## src/rtl/core/srq_ram.sv

```systemverilog
// Generic simple dual-port RAM with one write port and a registered read port.
// Depends on nothing.
module srq_ram #(
  parameter int WIDTH = 8,
  parameter int DEPTH = 32
) (
  input  logic                     clk,
  input  logic                     wr_en,
  input  logic [$clog2(DEPTH)-1:0] wr_addr,
  input  logic [WIDTH-1:0]         wr_data,
  input  logic                     rd_en,
  input  logic [$clog2(DEPTH)-1:0] rd_addr,
  output logic [WIDTH-1:0]         rd_data
);
  logic [WIDTH-1:0] mem [DEPTH];

  always_ff @(posedge clk) begin
    if (wr_en) begin
      mem[wr_addr] <= wr_data;
    end
    if (rd_en) begin
      rd_data <= mem[rd_addr];
    end
  end
endmodule

```

## config.mk

```make
export PLATFORM = sky130hd
export DESIGN_NAME = srq_ram
export DESIGN_NICKNAME = d
export VERILOG_FILES = /design/src/rtl/core/srq_ram.sv
export SDC_FILE = /design/constraint.sdc
export NUM_CORES = 1
export LEC_CHECK = 0
export BUFFER_PORTS_ARGS = -buffer_cell sky130_fd_sc_hd__buf_2
export CAP_MARGIN = 20
export CELL_PAD_IN_SITES_DETAIL_PLACEMENT = 0
export CELL_PAD_IN_SITES_GLOBAL_PLACEMENT = 1
export CORE_MARGIN = 5
export CORE_UTILIZATION = 45
export DETAILED_ROUTE_END_ITERATION = 12
export GPL_ROUTABILITY_DRIVEN = 0
export PLACE_DENSITY = 0.64
export REMOVE_ABC_BUFFERS = 1
export SLEW_MARGIN = 5
export SYNTH_ARGS = -nofsm -noshare
export SYNTH_HDL_FRONTEND = slang
export SYNTH_SLANG_ARGS = --single-unit
```

## constraint.sdc

```tcl
create_clock -name clk -period 2.7 [get_ports clk]
set_input_delay 0.135 -clock clk [delete_from_list [all_inputs] [get_ports clk]]
set_output_delay 0.135 -clock clk [all_outputs]
set_load 0.03 [all_outputs]
```

==> results.py <==
metrics = {
    "logic_synthesis": {
        "ys_seq_elements": 264,
        "syn_inst": 417,
        "synth-seq-area-share": 0.7823,
        "netlist_area_um2": 10130,
        "avgSynthCellArea_um2": 24.30,
        "yosys_warnings": 0,
        "yosysUniqueCellTypes": 14,
    },
    "floorplan": {
        "die_area_um2": 25620,
        "rows": 55,
        "initial_utilization": 0.4517,
        "fp.dieW_um": 160.1,
        "pin_count": 29,
        "core-area_um2": 22430,
        "die_h_um": 160.1,
    },
    "detailed_routing": {
        "wl_per_cell_um": 25.56,
        "routed_wl_um": 19830,
        "drc": 0,
        "ant_nets": 0,
        "vias": 4389,
        "first_iter_violations": 388,
        "viasPerCell": 5.656,
        "first_pass_iters": 5,
    },
    "critical_path": {
        "end_kind": "flip-flop",
        "start_kind": "flip-flop",
        "critical_path.max_fanout": 1,
        "cp.required_ns": 2.96,
        "cp.arrival_ns": 2.22,
        "crit_type": "flip-flop to flip-flop",
        "r2r_slack_ns": 0.74,
    },
    "cells_and_area": {
        "final_common_cell": "edfxtp_1",
        "drive_gt1_frac": 0.3564,
        "multi_input_area_um2": 2100,
        "stdcell_count": 776,
        "seq_area_um2": 7928,
        "syn2layout_area_growth_pct": 14.20,
        "final_area_um2": 11570,
        "final_nets": 496,
        "fillers": 1744,
        "diodes": 0,
        "final_cell_mix": "264 x edfxtp_1, 80 x mux4_2, 33 x nor2_1",
    },
    "timing": {
        "setup_tns_ns": 0,
        "slew_violations": 0,
        "maxSlewHeadroom": 0.4694,
        "fmax_mhz": 511.4,
        "setup_violations": 0,
        "fin_crit_sh": 0.7243,
        "tightest_slew_ns": 0.7930,
        "rsz0062_at_grt": "no",
        "worst_clock_skew_ns": 0.01497,
        "finalHoldViolations": 0,
        "post-route-min-period_ns": 1.956,
    },
    "clock_tree": {
        "cts_resized": 0,
        "cts_buffer_depth": 3,
        "clock_sinks": 264,
        "clock-root-buffer": "clkbuf_16",
        "ctsHoldBuffers": 1,
        "cts_tree": "done",
        "cts_made_buffers": 26,
        "cts_setup_buffers": 0,
        "clk_latency_ns": 0.52,
        "clk_pin_slew_ns": 0.06,
        "ctsHtreeMaxLevel": 1,
    },
    "placed_design": {
        "dpl.hpwl_um": 12390,
        "place_inst": 731,
        "port_buffers": 28,
        "place_area_um2": 10730,
    },
    "pwr": {
        "p_int_mw": 6.849,
        "switching_share": 0.1977,
        "share_seq_of_total_power": 0.537,
        "comb_power_share": 0.052,
        "power.total_mw": 8.537,
        "clkPwrFrac": 0.410,
        "leakage_nw": 3.631,
        "switching_power_mw": 1.687,
        "power_density_nw_per_um2": 737.7,
        "vdd_drop_max_mv": 0.3249,
    },
    "global_routing": {
        "antenna_found_initial": 0,
        "grt_max_degree": 41,
        "overflow": 0,
        "grt_pass1_vias": 4614,
        "grt_pass1_wl_um": 30070,
        "track_usage": 0.1570,
    },
    "job": {
        "drv_cap": 0,
    },
    "run_status": {
        "run_status": "completed",
    },
    "hold_path": {
        "hp-class": "input pin to flip-flop",
    },
}
[layout make-up]
| type | count | area share |
|---|---|---|
| clock buffer | 29 | 0.05903 |
| clock inverter | 15 | 0.01254 |
| multi-input combinational | 133 | 0.1814 |
| sequential | 264 | 0.6850 |
| tap | 285 | 0.03081 |
| timing repair buffer | 50 | 0.03114 |
[metrics by stage]
stage / util / hold WS, ns / setup WS, ns
floorplan: - / 0.2339 / 0.9475
global placement: 0.4785 / 0.4989 / 0.4544
detailed placement: 0.4785 / 0.5021 / 0.4336
CTS: 0.5158 / 0.1168 / 0.7236
global route: 0.5158 / 0.1350 / 0.6874
finish: 0.5158 / 0.1194 / 0.7444
[cell usage after synthesis, drive strengths merged]
cell | count | area share
clkbuf | 6 | 0.0022
nand3b | 5 | 0.0037
edfxtp | 264 | 0.78
nand2 | 1 | 0.00037
mux2 | 8 | 0.0089
nor2 | 33 | 0.012
buf | 14 | 0.0083
or3b | 3 | 0.0026
mux4 | 80 | 0.18
or3 | 1 | 0.00062
nand3 | 2 | 0.00099
[logic make-up (layout without fill, tap and decap cells)]
group	after synthesis	count (layout)	synth area share
buffers and inverters	20	94	0.01049
and+or+nand+nor	45	45	0.02050
DFF	264	264	0.7823
muxes	88	88	0.1867
[per-layer routing]
metal  GRT usage  share of wire  vias to the layer above
met1      0.2416           0.45                     2336
li1            -              -                     1901
met3     0.02555          0.067                       26
met4     0.03794          0.016                        0
met2      0.2391           0.47                      126
met5           0              0                        -
[worst max-delay path, cell delays in order, from the launching register on]
cell      delay (ns)
edfxtp_1        0.35
mux4_2          0.51
mux4_2          0.53
mux2_2          0.31
[final timing paths]
check               end       start  depth (start not counted)
min reg2reg  rd_data[5]   mem[4][5]                          3
min          rd_data[7]  rd_addr[3]                          2
max reg2reg  rd_data[4]  mem[31][4]                          3
max          rd_data[4]  mem[31][4]                          3
[registers in the layout, indices dropped and copies added, names as in the netlist]
register  count
mem         256
rd_data       8
[power groups by stage]
stage,registers (mW),logic [mW],clock network (mW)
global placement,4.67,0.447,0
detailed placement,4.68,0.457,0
finish,4.59,0.446,3.50
global route,4.59,0.483,3.74
CTS,4.59,0.458,3.57
floorplan,4.70,0.190,0
No activity file was read; power rests on OpenSTA's default activity.
